**src/rtl/gbsp_pkg.sv**
```systemverilog
// shared types, byte codes and small tables of the gif block structure parser
// no dependencies
`timescale 1ns / 1ps
`default_nettype none

package gbsp_pkg;

   localparam int CSR_INDEX_W = 8;

   // configuration register indexes
   localparam logic [CSR_INDEX_W-1:0] CSR_MAX_WIDTH  = 8'd0;
   localparam logic [CSR_INDEX_W-1:0] CSR_MAX_HEIGHT = 8'd1;

   localparam logic [15:0] MAX_WIDTH_RESET  = 16'd480;
   localparam logic [15:0] MAX_HEIGHT_RESET = 16'd320;

   // block introducers and labels
   localparam logic [7:0] BYTE_IMAGE_SEP   = 8'h2C;
   localparam logic [7:0] BYTE_EXT_INTRO   = 8'h21;
   localparam logic [7:0] BYTE_GCE_LABEL   = 8'hF9;
   localparam logic [7:0] BYTE_TRAILER     = 8'h3B;
   localparam logic [7:0] BYTE_SIG_VER_87  = 8'h37;
   localparam logic [7:0] FLAG_TABLE_FOLLOWS = 8'h80;
   localparam logic [7:0] FLAG_TABLE_SIZE    = 8'h07;

   localparam logic [15:0] DELAY_MIN_TICKS = 16'd2;

   // error codes carried in payload_byte
   localparam logic [7:0] ERR_SIGNATURE = 8'd0;
   localparam logic [7:0] ERR_TOO_WIDE  = 8'd1;
   localparam logic [7:0] ERR_EARLY_END = 8'd2;

   typedef enum logic [3:0] {
      PH_HDR,
      PH_GCT,
      PH_BLOCK,
      PH_EXT_LABEL,
      PH_GCE_SIZE,
      PH_GCE_DATA,
      PH_EXT_SIZE,
      PH_EXT_DATA,
      PH_DESC,
      PH_LCT,
      PH_LZW,
      PH_IMG_SIZE,
      PH_IMG_DATA,
      PH_IDLE
   } phase_type;

   typedef enum logic [2:0] {
      KIND_CANVAS = 3'd0,
      KIND_FRAME  = 3'd1,
      KIND_DATA   = 3'd2,
      KIND_END    = 3'd3,
      KIND_ERROR  = 3'd4
   } kind_type;

   // fields of the last graphics control block
   typedef struct packed {
      logic        present;
      logic [2:0]  disposal;
      logic        tflag;
      logic [7:0]  tidx;
      logic [15:0] delay;
   } gce_type;

   typedef struct packed {
      kind_type    kind;
      logic [15:0] coord_x;
      logic [15:0] coord_y;
      logic [15:0] extent_w;
      logic [15:0] extent_h;
      logic [7:0]  packed_flags;
      logic [2:0]  disposal;
      logic        has_transparent;
      logic [7:0]  palette_index;
      logic [31:0] delay_ms;
      logic [7:0]  payload_byte;
      logic [15:0] frame_count;
   } result_type;

   // colour table length in bytes: 3 << (size + 1)
   function automatic logic [9:0] table_bytes(input logic [7:0] flags);
      logic [2:0] sz;
      sz = flags[2:0] & FLAG_TABLE_SIZE[2:0];
      return 10'(10'd6 << sz);
   endfunction

   // signature text "GIF89a"
   function automatic logic [7:0] sig_char(input logic [2:0] n);
      logic [7:0] c;
      unique case (n)
         3'd0: c = 8'h47;
         3'd1: c = 8'h49;
         3'd2: c = 8'h46;
         3'd3: c = 8'h38;
         3'd4: c = 8'h39;
         3'd5: c = 8'h61;
         default: c = 8'h00;
      endcase
      return c;
   endfunction

endpackage

`default_nettype wire

```
**src/rtl/gbsp_channels.sv**
```systemverilog
// valid/ready channel interfaces of the gif block structure parser
// depends on gbsp_pkg
`timescale 1ns / 1ps
`default_nettype none

interface gbsp_req_if;
   logic       valid;
   logic       ready;
   logic [7:0] file_byte;
   logic       final_byte;

   modport source (output valid, output file_byte, output final_byte, input ready);
   modport sink   (input valid, input file_byte, input final_byte, output ready);
endinterface

interface gbsp_rsp_if;
   logic        valid;
   logic        ready;
   logic [2:0]  kind;
   logic [15:0] coord_x;
   logic [15:0] coord_y;
   logic [15:0] extent_w;
   logic [15:0] extent_h;
   logic [7:0]  packed_flags;
   logic [2:0]  disposal;
   logic        has_transparent;
   logic [7:0]  palette_index;
   logic [31:0] delay_ms;
   logic [7:0]  payload_byte;
   logic [15:0] frame_count;

   modport source (output valid, output kind, output coord_x, output coord_y,
                   output extent_w, output extent_h, output packed_flags,
                   output disposal, output has_transparent, output palette_index,
                   output delay_ms, output payload_byte, output frame_count,
                   input ready);
   modport sink   (input valid, input kind, input coord_x, input coord_y,
                   input extent_w, input extent_h, input packed_flags,
                   input disposal, input has_transparent, input palette_index,
                   input delay_ms, input payload_byte, input frame_count,
                   output ready);
endinterface

interface gbsp_csr_if;
   logic                             valid;
   logic                             ready;
   logic [gbsp_pkg::CSR_INDEX_W-1:0] reg_index;
   logic [15:0]                      data;

   modport source (output valid, output reg_index, output data, input ready);
   modport sink   (input valid, input reg_index, input data, output ready);
endinterface

`default_nettype wire

```
**src/rtl/gbsp_delay_calc.sv**
```systemverilog
// frame delay in ms from the control block and the saturating running duration
// depends on gbsp_pkg
`timescale 1ns / 1ps
`default_nettype none

module gbsp_delay_calc (
   input  var gbsp_pkg::gce_type gce,
   input  wire logic [31:0]      total,
   output logic      [31:0]      delay_ms,
   output logic      [31:0]      total_next
);
   import gbsp_pkg::*;

   logic [15:0] ticks;
   logic [19:0] ms;
   logic [32:0] sum;

   always_comb begin
      ticks = (gce.delay < DELAY_MIN_TICKS) ? DELAY_MIN_TICKS : gce.delay;
      // times ten as 8x + 2x
      ms = {1'b0, ticks, 3'b000} + {3'b000, ticks, 1'b0};
      delay_ms = gce.present ? {12'h000, ms} : 32'h0000_0000;
      sum = {1'b0, total} + {1'b0, delay_ms};
      total_next = sum[32] ? 32'hFFFF_FFFF : sum[31:0];
   end

endmodule

`default_nettype wire

```
**src/rtl/gif_block_structure_parser_core.sv**
```systemverilog
// top level of the gif block structure parser: byte walker and result register
// depends on gbsp_pkg, gbsp_channels and gbsp_delay_calc
`timescale 1ns / 1ps
`default_nettype none

// GIF87a/GIF89a block structure parser. One file byte is taken per transfer on
// req_chan and the block sustains one byte per clock cycle: each byte updates
// the parse state in the same cycle and any result it causes (canvas info,
// frame record, image data byte, end or error) lands in a single result
// register on rsp_chan. A new byte is taken while that register is empty or is
// being emptied in the same cycle, so bytes flow with no stall as long as the
// sink takes results when they are offered. The longest path runs from the
// byte handshake through the next-state logic and the 32-bit saturating
// duration add into the state and result registers.
// Colour tables are counted out and skipped, control blocks are decoded and
// apply to the next frame only. After an end or error the parser drops bytes
// until one marked final; the byte after a final byte starts a new file.
// max_canvas_width (index 0) and max_canvas_height (index 1) are written on
// csr_chan, which is always ready; other indexes are ignored.
module gif_block_structure_parser_core (
   input  wire logic  clock,
   input  wire logic  reset,
   gbsp_req_if.sink   req_chan,
   gbsp_rsp_if.source rsp_chan,
   gbsp_csr_if.sink   csr_chan
);
   import gbsp_pkg::*;

   // configuration
   logic [15:0] max_w_ff, max_h_ff;

   // parse state
   phase_type   phase_ff, phase_in;
   logic [9:0]  count_ff, count_in;
   logic [7:0]  left_ff, left_in;
   logic [15:0] canvas_w_ff, canvas_w_in;
   logic [15:0] canvas_h_ff, canvas_h_in;
   logic [7:0]  screen_flags_ff, screen_flags_in;
   logic [7:0]  background_ff, background_in;
   logic [15:0] geom_ff [4];
   logic [15:0] geom_in [4];
   logic [7:0]  image_flags_ff, image_flags_in;
   gce_type     gce_ff, gce_in;
   logic [15:0] frames_ff, frames_in;
   logic [31:0] total_ff, total_in;
   logic        sig_ok_ff, sig_ok_in;

   // result register
   logic        rsp_valid_ff;
   result_type  rsp_ff;

   result_type  res;
   logic        res_valid;
   logic        accept;
   logic        closed;
   logic [7:0]  b;
   logic [31:0] frame_delay;
   logic [31:0] total_after;

   assign b      = req_chan.file_byte;
   // skid-free: take a byte when the result slot is free or draining now
   assign req_chan.ready = !rsp_valid_ff || rsp_chan.ready;
   assign accept = req_chan.valid && req_chan.ready;
   assign csr_chan.ready = 1'b1;

   gbsp_delay_calc u_delay (
      .gce        (gce_ff),
      .total      (total_ff),
      .delay_ms   (frame_delay),
      .total_next (total_after)
   );

   // next state and result of the byte being transferred
   always_comb begin
      phase_in        = phase_ff;
      count_in        = count_ff;
      left_in         = left_ff;
      canvas_w_in     = canvas_w_ff;
      canvas_h_in     = canvas_h_ff;
      screen_flags_in = screen_flags_ff;
      background_in   = background_ff;
      geom_in         = geom_ff;
      image_flags_in  = image_flags_ff;
      gce_in          = gce_ff;
      frames_in       = frames_ff;
      total_in        = total_ff;
      sig_ok_in       = sig_ok_ff;
      res             = '0;
      res_valid       = 1'b0;
      closed          = 1'b0;

      if (accept) begin
         unique case (phase_ff)
            PH_HDR: begin
               if (count_ff < 10'd6) begin
                  if (!((b == sig_char(count_ff[2:0])) ||
                        (count_ff == 10'd4 && b == BYTE_SIG_VER_87))) begin
                     sig_ok_in = 1'b0;
                  end
                  if (count_ff == 10'd5 && !sig_ok_in) begin
                     res_valid = 1'b1;
                     res.kind = KIND_ERROR;
                     res.payload_byte = ERR_SIGNATURE;
                     phase_in = PH_IDLE;
                  end else begin
                     count_in = count_ff + 10'd1;
                  end
               end else if (count_ff < 10'd12) begin
                  unique case (count_ff[3:0])
                     4'd6:    canvas_w_in = {8'h00, b};
                     4'd7:    canvas_w_in = {b, canvas_w_ff[7:0]};
                     4'd8:    canvas_h_in = {8'h00, b};
                     4'd9:    canvas_h_in = {b, canvas_h_ff[7:0]};
                     4'd10:   screen_flags_in = b;
                     default: background_in = b;
                  endcase
                  count_in = count_ff + 10'd1;
               end else if (canvas_w_ff > max_w_ff || canvas_h_ff > max_h_ff) begin
                  res_valid = 1'b1;
                  res.kind = KIND_ERROR;
                  res.payload_byte = ERR_TOO_WIDE;
                  phase_in = PH_IDLE;
               end else begin
                  res_valid = 1'b1;
                  res.kind = KIND_CANVAS;
                  res.extent_w = canvas_w_ff;
                  res.extent_h = canvas_h_ff;
                  res.packed_flags = screen_flags_ff;
                  res.palette_index = background_ff;
                  if ((screen_flags_ff & FLAG_TABLE_FOLLOWS) != 8'h00) begin
                     count_in = table_bytes(screen_flags_ff);
                     phase_in = PH_GCT;
                  end else begin
                     phase_in = PH_BLOCK;
                  end
               end
            end
            PH_GCT, PH_LCT: begin
               if (count_ff != 10'd0) begin
                  count_in = count_ff - 10'd1;
               end
               if (count_in == 10'd0) begin
                  phase_in = (phase_ff == PH_GCT) ? PH_BLOCK : PH_LZW;
               end
            end
            PH_BLOCK: begin
               priority if (b == BYTE_IMAGE_SEP) begin
                  count_in = 10'd0;
                  phase_in = PH_DESC;
               end else if (b == BYTE_EXT_INTRO) begin
                  phase_in = PH_EXT_LABEL;
               end else if (b == BYTE_TRAILER) begin
                  res_valid = 1'b1;
                  res.kind = KIND_END;
                  res.delay_ms = total_ff;
                  phase_in = PH_IDLE;
               end else begin
                  // unknown introducer: skipped
                  phase_in = PH_BLOCK;
               end
            end
            PH_EXT_LABEL: begin
               if (b == BYTE_GCE_LABEL) begin
                  gce_in = '0;
                  gce_in.present = 1'b1;
                  phase_in = PH_GCE_SIZE;
               end else begin
                  phase_in = PH_EXT_SIZE;
               end
            end
            PH_GCE_SIZE: begin
               if (b == 8'h00) begin
                  phase_in = PH_BLOCK;
               end else begin
                  left_in = b;
                  count_in = 10'd0;
                  phase_in = PH_GCE_DATA;
               end
            end
            PH_GCE_DATA: begin
               unique case (count_ff)
                  10'd0: begin
                     gce_in.disposal = b[4:2];
                     gce_in.tflag = b[0];
                  end
                  10'd1:   gce_in.delay = {gce_ff.delay[15:8], b};
                  10'd2:   gce_in.delay = {b, gce_ff.delay[7:0]};
                  10'd3:   gce_in.tidx = b;
                  default: gce_in = gce_ff;
               endcase
               if (count_ff < 10'd4) begin
                  count_in = count_ff + 10'd1;
               end
               left_in = left_ff - 8'd1;
               if (left_in == 8'd0) begin
                  phase_in = PH_EXT_SIZE;
               end
            end
            PH_EXT_SIZE, PH_IMG_SIZE: begin
               if (b == 8'h00) begin
                  phase_in = PH_BLOCK;
               end else begin
                  left_in = b;
                  phase_in = (phase_ff == PH_EXT_SIZE) ? PH_EXT_DATA : PH_IMG_DATA;
               end
            end
            PH_EXT_DATA, PH_IMG_DATA: begin
               if (phase_ff == PH_IMG_DATA) begin
                  res_valid = 1'b1;
                  res.kind = KIND_DATA;
                  res.payload_byte = b;
               end
               left_in = left_ff - 8'd1;
               if (left_in == 8'd0) begin
                  phase_in = (phase_ff == PH_EXT_DATA) ? PH_EXT_SIZE : PH_IMG_SIZE;
               end
            end
            PH_DESC: begin
               if (count_ff < 10'd8) begin
                  if (count_ff[0]) begin
                     geom_in[count_ff[2:1]] = {b, geom_ff[count_ff[2:1]][7:0]};
                  end else begin
                     geom_in[count_ff[2:1]] = {8'h00, b};
                  end
                  count_in = count_ff + 10'd1;
               end else begin
                  image_flags_in = b;
                  if ((b & FLAG_TABLE_FOLLOWS) != 8'h00) begin
                     count_in = table_bytes(b);
                     phase_in = PH_LCT;
                  end else begin
                     phase_in = PH_LZW;
                  end
               end
            end
            PH_LZW: begin
               // frame record; the code size byte rides in payload_byte
               if (frames_ff != 16'hFFFF) begin
                  frames_in = frames_ff + 16'd1;
               end
               res_valid = 1'b1;
               res.kind = KIND_FRAME;
               res.coord_x = geom_ff[0];
               res.coord_y = geom_ff[1];
               res.extent_w = geom_ff[2];
               res.extent_h = geom_ff[3];
               res.packed_flags = image_flags_ff;
               if (gce_ff.present) begin
                  res.disposal = gce_ff.disposal;
                  res.has_transparent = gce_ff.tflag;
                  res.palette_index = gce_ff.tidx;
               end
               res.delay_ms = frame_delay;
               res.payload_byte = b;
               total_in = total_after;
               gce_in = '0;
               phase_in = PH_IMG_SIZE;
            end
            default: begin
               // idle: bytes dropped until a final byte
               phase_in = phase_ff;
            end
         endcase

         res.frame_count = frames_in;

         // last byte of the file: close the stream, then reset per-file state
         if (req_chan.final_byte) begin
            closed = res_valid && (res.kind == KIND_END || res.kind == KIND_ERROR);
            if (!closed) begin
               if (phase_in == PH_BLOCK) begin
                  res = '0;
                  res_valid = 1'b1;
                  res.kind = KIND_END;
                  res.delay_ms = total_in;
                  res.frame_count = frames_in;
               end else if (phase_in != PH_IDLE) begin
                  res = '0;
                  res_valid = 1'b1;
                  res.kind = KIND_ERROR;
                  res.payload_byte = ERR_EARLY_END;
                  res.frame_count = frames_in;
               end
            end
            phase_in        = PH_HDR;
            count_in        = 10'd0;
            left_in         = 8'd0;
            canvas_w_in     = 16'd0;
            canvas_h_in     = 16'd0;
            screen_flags_in = 8'd0;
            background_in   = 8'd0;
            geom_in         = '{default: 16'd0};
            image_flags_in  = 8'd0;
            gce_in          = '0;
            frames_in       = 16'd0;
            total_in        = 32'd0;
            sig_ok_in       = 1'b1;
         end
      end
   end

   // configuration registers
   always_ff @(posedge clock) begin
      if (reset) begin
         max_w_ff <= MAX_WIDTH_RESET;
         max_h_ff <= MAX_HEIGHT_RESET;
      end else if (csr_chan.valid && csr_chan.ready) begin
         if (csr_chan.reg_index == CSR_MAX_WIDTH) begin
            max_w_ff <= csr_chan.data;
         end
         if (csr_chan.reg_index == CSR_MAX_HEIGHT) begin
            max_h_ff <= csr_chan.data;
         end
      end
   end

   // parse state registers
   always_ff @(posedge clock) begin
      if (reset) begin
         phase_ff        <= PH_HDR;
         count_ff        <= 10'd0;
         left_ff         <= 8'd0;
         canvas_w_ff     <= 16'd0;
         canvas_h_ff     <= 16'd0;
         screen_flags_ff <= 8'd0;
         background_ff   <= 8'd0;
         geom_ff         <= '{default: 16'd0};
         image_flags_ff  <= 8'd0;
         gce_ff          <= '0;
         frames_ff       <= 16'd0;
         total_ff        <= 32'd0;
         sig_ok_ff       <= 1'b1;
      end else begin
         phase_ff        <= phase_in;
         count_ff        <= count_in;
         left_ff         <= left_in;
         canvas_w_ff     <= canvas_w_in;
         canvas_h_ff     <= canvas_h_in;
         screen_flags_ff <= screen_flags_in;
         background_ff   <= background_in;
         geom_ff         <= geom_in;
         image_flags_ff  <= image_flags_in;
         gce_ff          <= gce_in;
         frames_ff       <= frames_in;
         total_ff        <= total_in;
         sig_ok_ff       <= sig_ok_in;
      end
   end

   // result register: loaded on a byte transfer that gives a result
   always_ff @(posedge clock) begin
      if (reset) begin
         rsp_valid_ff <= 1'b0;
      end else if (accept) begin
         rsp_valid_ff <= res_valid;
      end else if (rsp_chan.ready) begin
         rsp_valid_ff <= 1'b0;
      end
   end

   always_ff @(posedge clock) begin
      if (accept && res_valid) begin
         rsp_ff <= res;
      end
   end

   assign rsp_chan.valid           = rsp_valid_ff;
   assign rsp_chan.kind            = rsp_ff.kind;
   assign rsp_chan.coord_x         = rsp_ff.coord_x;
   assign rsp_chan.coord_y         = rsp_ff.coord_y;
   assign rsp_chan.extent_w        = rsp_ff.extent_w;
   assign rsp_chan.extent_h        = rsp_ff.extent_h;
   assign rsp_chan.packed_flags    = rsp_ff.packed_flags;
   assign rsp_chan.disposal        = rsp_ff.disposal;
   assign rsp_chan.has_transparent = rsp_ff.has_transparent;
   assign rsp_chan.palette_index   = rsp_ff.palette_index;
   assign rsp_chan.delay_ms        = rsp_ff.delay_ms;
   assign rsp_chan.payload_byte    = rsp_ff.payload_byte;
   assign rsp_chan.frame_count     = rsp_ff.frame_count;

`ifndef SYNTHESIS
   // a final byte always leaves the parser at the start of a fresh file
   a_final_restarts: assert property (@(posedge clock) disable iff (reset)
      accept && req_chan.final_byte |=>
         phase_ff == PH_HDR && count_ff == 10'd0 && frames_ff == 16'd0 &&
         total_ff == 32'd0)
      else $error("final byte did not restart the parser");

   // colour table skip never sits on an exhausted count
   a_table_count: assert property (@(posedge clock) disable iff (reset)
      (phase_ff == PH_GCT || phase_ff == PH_LCT) |-> count_ff != 10'd0)
      else $error("colour table skip with zero count");

   // after end or error only a final byte leaves the idle phase
   a_idle_holds: assert property (@(posedge clock) disable iff (reset)
      phase_ff == PH_IDLE && !(accept && req_chan.final_byte) |=> phase_ff == PH_IDLE)
      else $error("idle phase left without a final byte");

   // an empty result slot never holds back the byte stream
   a_ready_when_empty: assert property (@(posedge clock) disable iff (reset)
      !rsp_valid_ff |-> req_chan.ready)
      else $error("byte stream stalled with empty result register");
`endif

endmodule

`default_nettype wire

```
**src/flat_wrapper.sv**
```systemverilog
// flat-port wrapper written by rule: the top's interface ports become plain ports
module gif_block_structure_parser_core_flat import gbsp_pkg::*;
  (clock, reset, req_chan_valid, req_chan_file_byte, req_chan_final_byte, req_chan_ready, rsp_chan_valid, rsp_chan_kind, rsp_chan_coord_x, rsp_chan_coord_y, rsp_chan_extent_w, rsp_chan_extent_h, rsp_chan_packed_flags, rsp_chan_disposal, rsp_chan_has_transparent, rsp_chan_palette_index, rsp_chan_delay_ms, rsp_chan_payload_byte, rsp_chan_frame_count, rsp_chan_ready, csr_chan_valid, csr_chan_reg_index, csr_chan_data, csr_chan_ready);
  gbsp_req_if req_chan_i ();
  gbsp_rsp_if rsp_chan_i ();
  gbsp_csr_if csr_chan_i ();
  input  wire logic clock;
  input  wire logic reset;
  input wire logic [$bits(req_chan_i.valid)-1:0] req_chan_valid;
  input wire logic [$bits(req_chan_i.file_byte)-1:0] req_chan_file_byte;
  input wire logic [$bits(req_chan_i.final_byte)-1:0] req_chan_final_byte;
  output wire logic [$bits(req_chan_i.ready)-1:0] req_chan_ready;
  output wire logic [$bits(rsp_chan_i.valid)-1:0] rsp_chan_valid;
  output wire logic [$bits(rsp_chan_i.kind)-1:0] rsp_chan_kind;
  output wire logic [$bits(rsp_chan_i.coord_x)-1:0] rsp_chan_coord_x;
  output wire logic [$bits(rsp_chan_i.coord_y)-1:0] rsp_chan_coord_y;
  output wire logic [$bits(rsp_chan_i.extent_w)-1:0] rsp_chan_extent_w;
  output wire logic [$bits(rsp_chan_i.extent_h)-1:0] rsp_chan_extent_h;
  output wire logic [$bits(rsp_chan_i.packed_flags)-1:0] rsp_chan_packed_flags;
  output wire logic [$bits(rsp_chan_i.disposal)-1:0] rsp_chan_disposal;
  output wire logic [$bits(rsp_chan_i.has_transparent)-1:0] rsp_chan_has_transparent;
  output wire logic [$bits(rsp_chan_i.palette_index)-1:0] rsp_chan_palette_index;
  output wire logic [$bits(rsp_chan_i.delay_ms)-1:0] rsp_chan_delay_ms;
  output wire logic [$bits(rsp_chan_i.payload_byte)-1:0] rsp_chan_payload_byte;
  output wire logic [$bits(rsp_chan_i.frame_count)-1:0] rsp_chan_frame_count;
  input wire logic [$bits(rsp_chan_i.ready)-1:0] rsp_chan_ready;
  input wire logic [$bits(csr_chan_i.valid)-1:0] csr_chan_valid;
  input wire logic [$bits(csr_chan_i.reg_index)-1:0] csr_chan_reg_index;
  input wire logic [$bits(csr_chan_i.data)-1:0] csr_chan_data;
  output wire logic [$bits(csr_chan_i.ready)-1:0] csr_chan_ready;
  assign req_chan_i.valid = req_chan_valid;
  assign req_chan_i.file_byte = req_chan_file_byte;
  assign req_chan_i.final_byte = req_chan_final_byte;
  assign req_chan_ready = req_chan_i.ready;
  assign rsp_chan_valid = rsp_chan_i.valid;
  assign rsp_chan_kind = rsp_chan_i.kind;
  assign rsp_chan_coord_x = rsp_chan_i.coord_x;
  assign rsp_chan_coord_y = rsp_chan_i.coord_y;
  assign rsp_chan_extent_w = rsp_chan_i.extent_w;
  assign rsp_chan_extent_h = rsp_chan_i.extent_h;
  assign rsp_chan_packed_flags = rsp_chan_i.packed_flags;
  assign rsp_chan_disposal = rsp_chan_i.disposal;
  assign rsp_chan_has_transparent = rsp_chan_i.has_transparent;
  assign rsp_chan_palette_index = rsp_chan_i.palette_index;
  assign rsp_chan_delay_ms = rsp_chan_i.delay_ms;
  assign rsp_chan_payload_byte = rsp_chan_i.payload_byte;
  assign rsp_chan_frame_count = rsp_chan_i.frame_count;
  assign rsp_chan_i.ready = rsp_chan_ready;
  assign csr_chan_i.valid = csr_chan_valid;
  assign csr_chan_i.reg_index = csr_chan_reg_index;
  assign csr_chan_i.data = csr_chan_data;
  assign csr_chan_ready = csr_chan_i.ready;
  gif_block_structure_parser_core u_core (.clock(clock), .reset(reset), .req_chan(req_chan_i), .rsp_chan(rsp_chan_i), .csr_chan(csr_chan_i));
endmodule
```
**config.mk**
```make
export PLATFORM = sky130hd
export DESIGN_NAME = gif_block_structure_parser_core_flat
export DESIGN_NICKNAME = d
export VERILOG_FILES = /design/src/rtl/gbsp_pkg.sv /design/src/rtl/gbsp_channels.sv /design/src/rtl/gbsp_delay_calc.sv /design/src/rtl/gif_block_structure_parser_core.sv /design/src/flat_wrapper.sv
export SDC_FILE = /design/constraint.sdc
export NUM_CORES = 1
export LEC_CHECK = 0
export BUFFER_PORTS_ARGS = -buffer_cell sky130_fd_sc_hd__buf_2
export CORE_ASPECT_RATIO = 0.5
export CORE_UTILIZATION = 30
export DETAILED_ROUTE_END_ITERATION = 6
export PLACE_DENSITY = 0.45
export SLEW_MARGIN = 10
export SYNTH_ARGS = -nofsm -noshare
export SYNTH_HDL_FRONTEND = slang
export SYNTH_HIERARCHICAL = 1
export SYNTH_SLANG_ARGS = --single-unit
```
**constraint.sdc**
```tcl
create_clock -name clock -period 11.7 [get_ports clock]
set_input_delay 0.585 -clock clock [delete_from_list [all_inputs] [get_ports clock]]
set_output_delay 0.585 -clock clock [all_outputs]
set_load 0.02 [all_outputs]
```
==> results.toml, run 1 <==
[place]
place.gp.congestion = 0.894
port-buffer-count = 182
pre_cts_ws_ps = 5670
dpl.hpwl_mm = 46.9

[setup_path]
crit_fanout = 23
critPathKind = "register to register"
r2r-end = "u_core/rsp_chan.delay_ms[19]"
r2r-start = "u_core/gce_ff[8]"
start_kind = "register"
r2r_cells = 22
r2r_setup_slack_ps = 5710
worst_ep_arrival_time_ps = 6280
cp.required_ps = 11990
end_kind = "register"

[timing]
fin_tns_setup_ps = 0
tightest_slew_ps = 1170
hold_slack_ps = 230
min_period_over_period_pct = 51.2
drv_slew = 0
finalWorstSetupSlack_ps = 5710
timing.final.hold_violations = 0
final-setup-viol-count = 0
period_needed_ps = 5990
rsz0062_at_grt = "false"
fmax_mhz = 167
clock_skew_ps = 29.8
max-slew-margin-rel_pct = 22.0

[pwr]
cellInternalPower_mw = 2.29
finalPower_mw = 3.05
peakVddDrop_mv = 0.0754
p_sw_mw = 0.764
leakagePower_nw = 8.90
power_frac_seq_pct = 48.1
p_sw_share_pct = 25.0
power_density_nw_per_um2 = 125
p_clk_share_pct = 44.6
pwr-share-comb_pct = 7.4

[logic_synthesis]
synthFlopType = "dfxtp_1"
yosysWarnings = 6
synth_seq_area_share_pct = 43.4
syn-cell-area_sq_um = 21600
synth_common_cells = "nor2_1, dfxtp_1, a22oi_1, nand2_1, a21oi_1"
syn-instance-count = 2395
synth_most_common_cell = "nor2_1"
yosysTopAreaCell = "dfxtp_1"
synth_cell_types = 103
synthArstFlopShare_pct = 0
syn_avg_cell_area_sq_um = 9.01
ys_top_cells_by_area = "dfxtp_1, edfxtp_1, a22oi_1"
synth-edff-count = 143
synth_top_area_share_pct = 23.5
ys_ff_latch = 396

[clock_network]
root_buffer = "clkbuf_16"
clk_latency_ps = 590
holdBufCountCts = 0
post-cts-setup-buffers = 0
cts_buffers = 40
h-tree-depth = 2
cts_sinks = 396
cts_tree = "yes"
clk_pin_slew_ps = 70
clock_path_buffers = 3
cts_resized = 0

[routing]
drt-pass1-iter-count = 7
vias_per_cell = 5.33
drtIter0Drc = 1393
drc = 6
routed_wire_length_per_instance_um = 20.5
dr_total_vias = 18400
wl_mm = 70.9
final_antenna_net_count = 0

[die]
core_sq_um = 71100
dieArea_sq_um = 73000
num_rows = 69
die_x_um = 381
io_pins = 184
start_util_pct = 30.4
die_y_um = 192

[outcome]
violations = "DRC"
status = "finished, violations left"

[hold_path]
holdPathEnd = "u_core/max_w_ff[6]"
hold_path.class = "input port to register"
hp-start = "csr_chan_data[6]"
hold_depth = 2

[final_layout]
drive_gt1_share_pct = 13.6
final_nets = 2582
antenna_cells = 0
finalCoreUtilization_pct = 34.4
syn_to_final_growth_pct = 13.5

[global_route]
grt_pass1_wl_mm = 107
grt_max_degree = 104
grt-ovfl-total = 0
antenna_found_initial = 1
grt_pass1_vias = 17400
track_usage_pct = 18.9

[flow_run]
maxCapViolCount = 0
placed cells by master, fill, tap and decap left out, types with 74 or more instances in the layout:
master    synthesis  layout
a21oi_1         161     161
nor2_1          329     323
edfxtp_1        143     143
mux2i_1         106     106
ha_1             74      74
a22oi_1         179     179
nand3_1          81      81
buf_2            14     181
dfxtp_1         253     252
nand2_1         172     171
state kept, by name, summed over array words and instances (netlist names), 29 cells and up:
| name | count |
|---|---|
| u_core/gce_ff | 29 |
| u_core/geom_ff | 64 |
| u_core/rsp_chan.delay_ms | 32 |
| u_core/total_ff | 32 |
per-layer routing:
metal | global-route usage, % | wire [um] | vias up | part of all wire, %
met2 | 30.4 | 32500 | 411 | 46
li1 | - | - | 8881 | -
met1 | 26.5 | 33700 | 9053 | 48
met3 | 2.64 | 3130 | 83 | 4.4
met5 | 0 | 0 | - | 0
met4 | 5.24 | 1540 | 0 | 2.2
cell type report:
class	count	area (sq um)
Fill cell	7398	46600
Multi-Input combinational cell	1755	11200
Sequential cell	396	9360
Tap cell	958	1200
Timing Repair Buffer	213	1150
Clock buffer	53	1100
Clock inverter	20	250
Inverter	62	233
power by group through the flow:
stage | logic, mW | clock network [mW] | registers, mW
floorplan | 0.110 | 0 | 1.54
finish | 0.225 | 1.36 | 1.47
global placement | 0.226 | 0 | 1.50
detailed placement | 0.226 | 0 | 1.50
CTS | 0.227 | 1.41 | 1.47
global route | 0.243 | 1.46 | 1.47
logic make-up after synthesis:
| kind of cell | count (synthesis) | synth area share [%] |
|---|---|---|
| compound gates | 615 | 19.2 |
| xor+xnor | 51 | 2.07 |
| fa+ha+maj | 79 | 4.62 |
| buf+inv | 256 | 5.36 |
| flops | 396 | 43.4 |
| mux | 117 | 5.88 |
| other cells | 2 | 0.0348 |
| simple gates | 879 | 19.5 |
metrics by stage:
stage          cells  cell area, sq um
2_1_floorplan   2407             21600
3_3_place_gp    3384             23100
3_5_place_dp    3384             23100
4_1_cts         3457             24500
5_1_grt         3457             24500
6_report        3457             24500
how the worst max path moves through the flow:
stage | from | end | cells after the start
3_5_place_dp | u_core/gce_ff[8] | u_core/rsp_chan.delay_ms[5] | 22
6_report | u_core/gce_ff[8] | u_core/rsp_chan.delay_ms[19] | 22
4_1_cts | u_core/gce_ff[8] | u_core/rsp_chan.delay_ms[19] | 22
3_3_place_gp | u_core/gce_ff[8] | u_core/rsp_chan.delay_ms[5] | 22
2_1_floorplan | u_core/count_ff[1] | u_core/rsp_chan.coord_x[0] | 12
5_1_grt | u_core/gce_ff[8] | u_core/rsp_chan.delay_ms[19] | 22
worst max-delay path: stages, from the launching register on:
cell and delay [ps]:
dfxtp_1 410, or4_1 550, nor4_1 170, and4_1 240
nor2b_1 70, ha_1 210, fa_1 460, and3_2 240
nor4_1 240, o311ai_2 180, a31oi_4 300, o2111ai_1 140
o311ai_1 170, ha_1 400, a211oi_1 270, o21bai_1 130
nand2b_1 170, o32ai_2 370, o21ai_2 230, nand3_4 300
o21ai_0 180, mux2i_1 160, o22ai_1 110
No activity file was read; power rests on OpenSTA's default activity.
==> run 2, diff against run 1 <==
Settings changed: PLACE_DENSITY 0.45 to 0.44.
Clock period 11.7 ns to 5.7 ns, I/O delays scaled along.
==> run 2 against run 1 <==
Effect of this change:
- the run now ends clean
- sequential cell count is the same
- power is 110% higher
- core utilization increased by 1.2 points
- worst setup slack got worse by 5400 ps
- register-to-register slack worse by 5400 ps
- critical path type unchanged
- critical endpoint is now u_core/rsp_chan.delay_ms[8]
- largest cell class unchanged
- highest routed layer unchanged
==> results.toml, run 2 (synthesized netlist as in run 1, its figures left out) <==
[routing]
drc = 0
final_antenna_net_count = 0
dr_total_vias = 18700
drt-pass1-iter-count = 5
routed_wire_length_per_instance_um = 20.5
vias_per_cell = 5.30
drtIter0Drc = 1595
wl_mm = 72.2

[die]
start_util_pct = 30.4
die_x_um = 381
dieArea_sq_um = 73000
io_pins = 184
die_y_um = 192
core_sq_um = 71100
num_rows = 69

[setup_path]
end_kind = "register"
cp_slowest_cell = "or4_1"
worstPathCellList = "or4_1, nor4_1, and4_1, or2_2, ha_1, a21o_1, maj3_1, nand3_2, a211o_1, a21oi_1, or3_1, and3_1, ha_1, a211oi_2, o21bai_2, nand2b_4, o32ai_4, o21ai_4, buf_4, nand3_4, nand2_1, mux2i_1, o22ai_1"
crit_fanout = 11
worst_path_dominant_cell_family = "simple AND/OR/NAND/NOR gates"
cp_slowest_stage_delay_ps = 540
crit_buf_inv = 1
worst_ep_arrival_time_ps = 5730
cpMostUsedCell = "ha_1"
critPathKind = "register to register"
start_kind = "register"
cp.required_ps = 6000

[pwr]
power_density_nw_per_um2 = 257
peakVddDrop_mv = 0.161
leakagePower_nw = 9.27

[global_route]
grt-ovfl-total = 0
grt_max_degree = 175
grt_pass1_vias = 17900
track_usage_pct = 19.3
antenna_found_initial = 0
grt_pass1_wl_mm = 109

[outcome]
status = "finished, final reports clean"

[timing]
period_needed_ps = 5430
finalWorstSetupSlack_ps = 270
min_period_over_period_pct = 95.3
timing.final.hold_violations = 0
drv_slew = 0
max-slew-margin-rel_pct = 22.3
fmax_mhz = 184
final-setup-viol-count = 0
clock_skew_ps = 28.7
tightest_slew_ps = 1150

[place]
place.gp.congestion = 0.903
dpl.hpwl_mm = 48.0
dpl_cell_area_sq_um = 23500
port-buffer-count = 182
dpl.cell_count = 3422
pre_cts_ws_ps = 32.7

[final_layout]
final_nets = 2644
antenna_cells = 0
syn_to_final_growth_pct = 17.4
final_common_cell = "nor2_1"
top_register = "u_core/geom_ff"
drive_gt1_share_pct = 16.1
largest_reg_flops = 64
fin_area_sq_um = 25300
finalCoreUtilization_pct = 35.6
final_cell_mix = "nor2_1, dfxtp_1, buf_2"
fin_cells = 3522

[clock_network]
cts_buffers = 42
cts_tree = "yes"
root_buffer = "clkbuf_16"
h-tree-depth = 2
cts_sinks = 396
clock_path_buffers = 3
clk_pin_slew_ps = 60
clk_latency_ps = 600

[flow_run]
maxCapViolCount = 0

[hold_path]
hold_path.class = "input port to register"
## run 2: cell count changes in the layout (fill, tap and decap cells not counted), sizes merged
cell and delta:
clkinvlp -2, dlygate4sd3 +16, nand3 +1, bufinv +1, clkinv +8, buf +43, clkbuf -2
## run 2: metal layers
layer,GRT usage [%],vias to the layer above,share of wire [%]
met1,27.2,9153,48
met3,2.62,73,4.5
met2,31.0,421,46
met5,0,-,0
li1,-,9013,-
met4,4.79,0,1.8
## run 2: worst min-delay path, cell delays in order
cell     delay (ps)
buf_2           120
inv_1            50
a21oi_1          60
o21a_1           90
## run 2: path summary, 6_finish.rpt
check                                        start                           to  slack, ps  depth (start not counted)
worst min register to register  u_core/geom_ff[61]           u_core/geom_ff[61]        450                          2
worst max register to register   u_core/gce_ff[12]  u_core/rsp_chan.delay_ms[8]        270                         23
worst min-delay path                req_chan_valid        u_core/rsp_chan.valid         60                          4
worst max-delay path             u_core/gce_ff[12]  u_core/rsp_chan.delay_ms[8]        270                         23
## run 2: where the power goes
group	switching (mW)	leakage, nW	internal, mW
logic	0.353	5.09	0.131
registers	0.0271	3.46	2.99
clock network	1.26	0.728	1.74
## run 2: area by class of cell
type / count / area, sq um
timing repair buffer: 272 / 1690
inverter: 62 / 233
fill: 7335 / 45700
multi-input combinational: 1756 / 11400
sequential: 396 / 9360
clock buffer: 51 / 1170
tap: 958 / 1200
clock inverter: 27 / 318
## run 2: metrics by stage
stage	setup TNS, ps	total power, mW	hold slack [ps]
after floorplan	0	3.37	403
after global placement	0	3.56	438
after detailed placement	0	3.56	441
after CTS	0	6.61	19.5
after global routing	-12.5	6.76	64.6
final	0	6.50	61.7
## run 2: timing repair
item	CTS	global route
resized for setup	1	31
setup endpoints to repair	1	64
hold buffers	16	0
gates cloned	0	1
buffers inserted	0	5
endpoints found under the hold margin	32	0
pin swaps	0	14
==> run 3, diff against run 2 <==
Settings changed: ABC_AREA set to 1.
==> run 3 against run 2 <==
Effect of this change:
- final cell count grew 26%
- synthesized cell count grew 37%
- clock skew grew 5.4 ps
- critical path depth grew 5
- combinational power grew to 11 times the previous value
- core utilization shrank 0.65 points
- largest power group is now combinational cells
- wire length grew 17%
- the run now ends with DRC left
==> results.toml, run 3 <==
[logic_synthesis]
synth_seq_area_share_pct = 40.0
synth-edff-count = 143
syn-cell-area_sq_um = 23400
synth_top_area_share_pct = 21.7
ys_top_cells_by_area = "dfxtp_1, edfxtp_1, nand2_1"
yosysTopAreaCell = "dfxtp_1"
ys_ff_latch = 396
synth_most_common_cell = "nand2_1"
synth_cell_types = 62
synth_common_cells = "nand2_1, inv_1, a21oi_1, nor2_1, dfxtp_1"
synthArstFlopShare_pct = 0
syn_avg_cell_area_sq_um = 7.13
syn-instance-count = 3279
yosysWarnings = 6
synthFlopType = "dfxtp_1"

[final_layout]
final_cell_mix = "nand2_1, inv_1, a21oi_1"
drive_gt1_share_pct = 11.0
top_register = "u_core/geom_ff"
nFillCells = 8135
largest_reg_flops = 64
syn_to_final_growth_pct = 13.8
antenna_cells = 0
final_common_cell = "nand2_1"
final_nets = 3506
fin_cells = 4448

[place]
dpl.cell_count = 4358
dpl.hpwl_mm = 59.4
port-buffer-count = 182
place.gp.congestion = 0.928

[die]
dieArea_sq_um = 79200
core_sq_um = 76100
io_pins = 184
num_rows = 71
die_x_um = 397
start_util_pct = 30.7
die_y_um = 199

[pwr]
power_frac_seq_pct = 34.1
power_density_nw_per_um2 = 473
leakagePower_nw = 11.2
p_clk_share_pct = 23.0
cellInternalPower_mw = 6.83
pwr-share-comb_pct = 42.9
p_sw_share_pct = 45.7
p_sw_mw = 5.75
peakVddDrop_mv = 0.269

[timing]
tightest_slew_ps = 1150
final-setup-viol-count = 0
max-slew-margin-rel_pct = 22.8
drv_slew = 0
fmax_mhz = 217
timing.final.hold_violations = 0
clock_skew_ps = 34.1
min_period_over_period_pct = 81.0
fin_tns_setup_ps = 0
rsz0062_at_grt = "false"
period_needed_ps = 4620

[routing]
final_antenna_net_count = 0
routed_wire_length_per_instance_um = 19.0
drt-pass1-iter-count = 7
wl_mm = 84.5
vias_per_cell = 4.95
drtIter0Drc = 1740
drc = 4
dr_total_vias = 22000

[clock_network]
cts_sinks = 396
clock_path_buffers = 3
h-tree-depth = 2
root_buffer = "clkbuf_16"
clk_latency_ps = 610
cts_buffers = 42
cts_tree = "yes"
clk_pin_slew_ps = 60

[setup_path]
crit_fanout = 32
end_kind = "register"
r2r-start = "u_core/gce_ff[10]"
cp_slowest_cell = "fa_1"
critPathKind = "register to register"
cp_slowest_stage_delay_ps = 380
cpMostUsedCell = "nand2_1"
cp.required_ps = 6040
r2r-end = "u_core/rsp_chan.delay_ms[31]"
start_kind = "register"
worst_ep_arrival_time_ps = 4960
r2r_setup_slack_ps = 1080
r2r_cells = 28

[hold_path]
hp-start = "csr_chan_data[3]"
hold_depth = 3
hold_path.class = "input port to register"
holdPathEnd = "u_core/max_w_ff[3]"

[outcome]
status = "finished, violations left"
violations = "DRC"

[global_route]
antenna_found_initial = 2
track_usage_pct = 21.1
grt-ovfl-total = 0
grt_pass1_vias = 20900
grt_pass1_wl_mm = 128
grt_max_degree = 100

[flow_run]
maxCapViolCount = 0
run 3: stage by stage:
| stage | power (mW) | area [sq um] | setup WS, ps | hold slack (ps) | utilization [%] |
|---|---|---|---|---|---|
| global placement | 9.77 | 25100 | 1080 | 433 | 33.0 |
| global route | 13.4 | 26600 | 444 | 34.8 | 35.0 |
| floorplan | 7.95 | 23400 | 154 | 415 | - |
| CTS | 12.7 | 26600 | 967 | 1.32 | 35.0 |
| detailed placement | 9.77 | 25100 | 1000 | 437 | 33.0 |
| finish | 12.6 | 26600 | 1080 | 50.0 | 35.0 |
run 3: how the worst max path moves through the flow:
| stage | from | end | slack [ps] | depth (start not counted) |
|---|---|---|---|---|
| floorplan | u_core/count_ff[0] | u_core/rsp_chan.coord_x[0] | 150 | 17 |
| global placement | u_core/gce_ff[10] | u_core/rsp_chan.delay_ms[26] | 1080 | 28 |
| detailed placement | u_core/gce_ff[10] | u_core/rsp_chan.delay_ms[26] | 1000 | 28 |
| CTS | u_core/gce_ff[10] | u_core/rsp_chan.delay_ms[31] | 970 | 28 |
| global route | u_core/gce_ff[10] | u_core/rsp_chan.delay_ms[8] | 440 | 28 |
| finish | u_core/gce_ff[10] | u_core/rsp_chan.delay_ms[31] | 1080 | 28 |
run 3: what timing repair did:
item | in CTS | in global routing
resized for setup | 0 | 0
setup buffers | 0 | 0
hold buffers | 12 | 0
endpoints found under the hold margin | 21 | 0
run 3: power groups by stage:
stage	registers (mW)	logic, mW	clock network (mW)
CTS	4.33	5.40	3.00
finish	4.30	5.40	2.89
global placement	4.39	5.38	0
floorplan	4.97	2.98	0
global route	4.39	5.87	3.10
detailed placement	4.38	5.39	0
run 3: area by class of cell:
class	count	area (sq um)	share of cell area, %
flip-flops and latches	396	9360	35.1
multi-input cells	2295	11600	43.7
inverters	424	1600	6.02
clock inverters	24	288	1.08
repair buffers	233	1340	5.04
well taps	1022	1280	4.80
clock buffers	54	1120	4.19
run 3: cell families (layout without fill, tap and decap cells):
group / after synthesis / after routing / synth area share (%)
flops: 396 / 396 / 40.0
fa+ha+maj: 76 / 76 / 4.13
compound gates: 684 / 684 / 16.2
simple gates: 1497 / 1497 / 28.2
other cells: 2 / 14 / 0.0321
buf+inv: 600 / 735 / 10.5
xor+xnor: 24 / 24 / 0.931
run 3: worst max-delay path: cells and delay by family (launching register included):
family          cells  cell delay, ps
simple gates       19            2590
fa+ha+maj           3             920
flops               1             340
buf+inv             4             300
compound gates      2             180
run 3: routing by layer:
| metal | vias up | track usage (%) | share of wire, % |
|---|---|---|---|
| li1 | 11000 | - | - |
| met1 | 10400 | 28.7 | 47 |
| met2 | 518 | 34.2 | 45 |
| met3 | 107 | 3.57 | 5.2 |
| met4 | 0 | 5.71 | 2.3 |
| met5 | - | 0 | 0 |
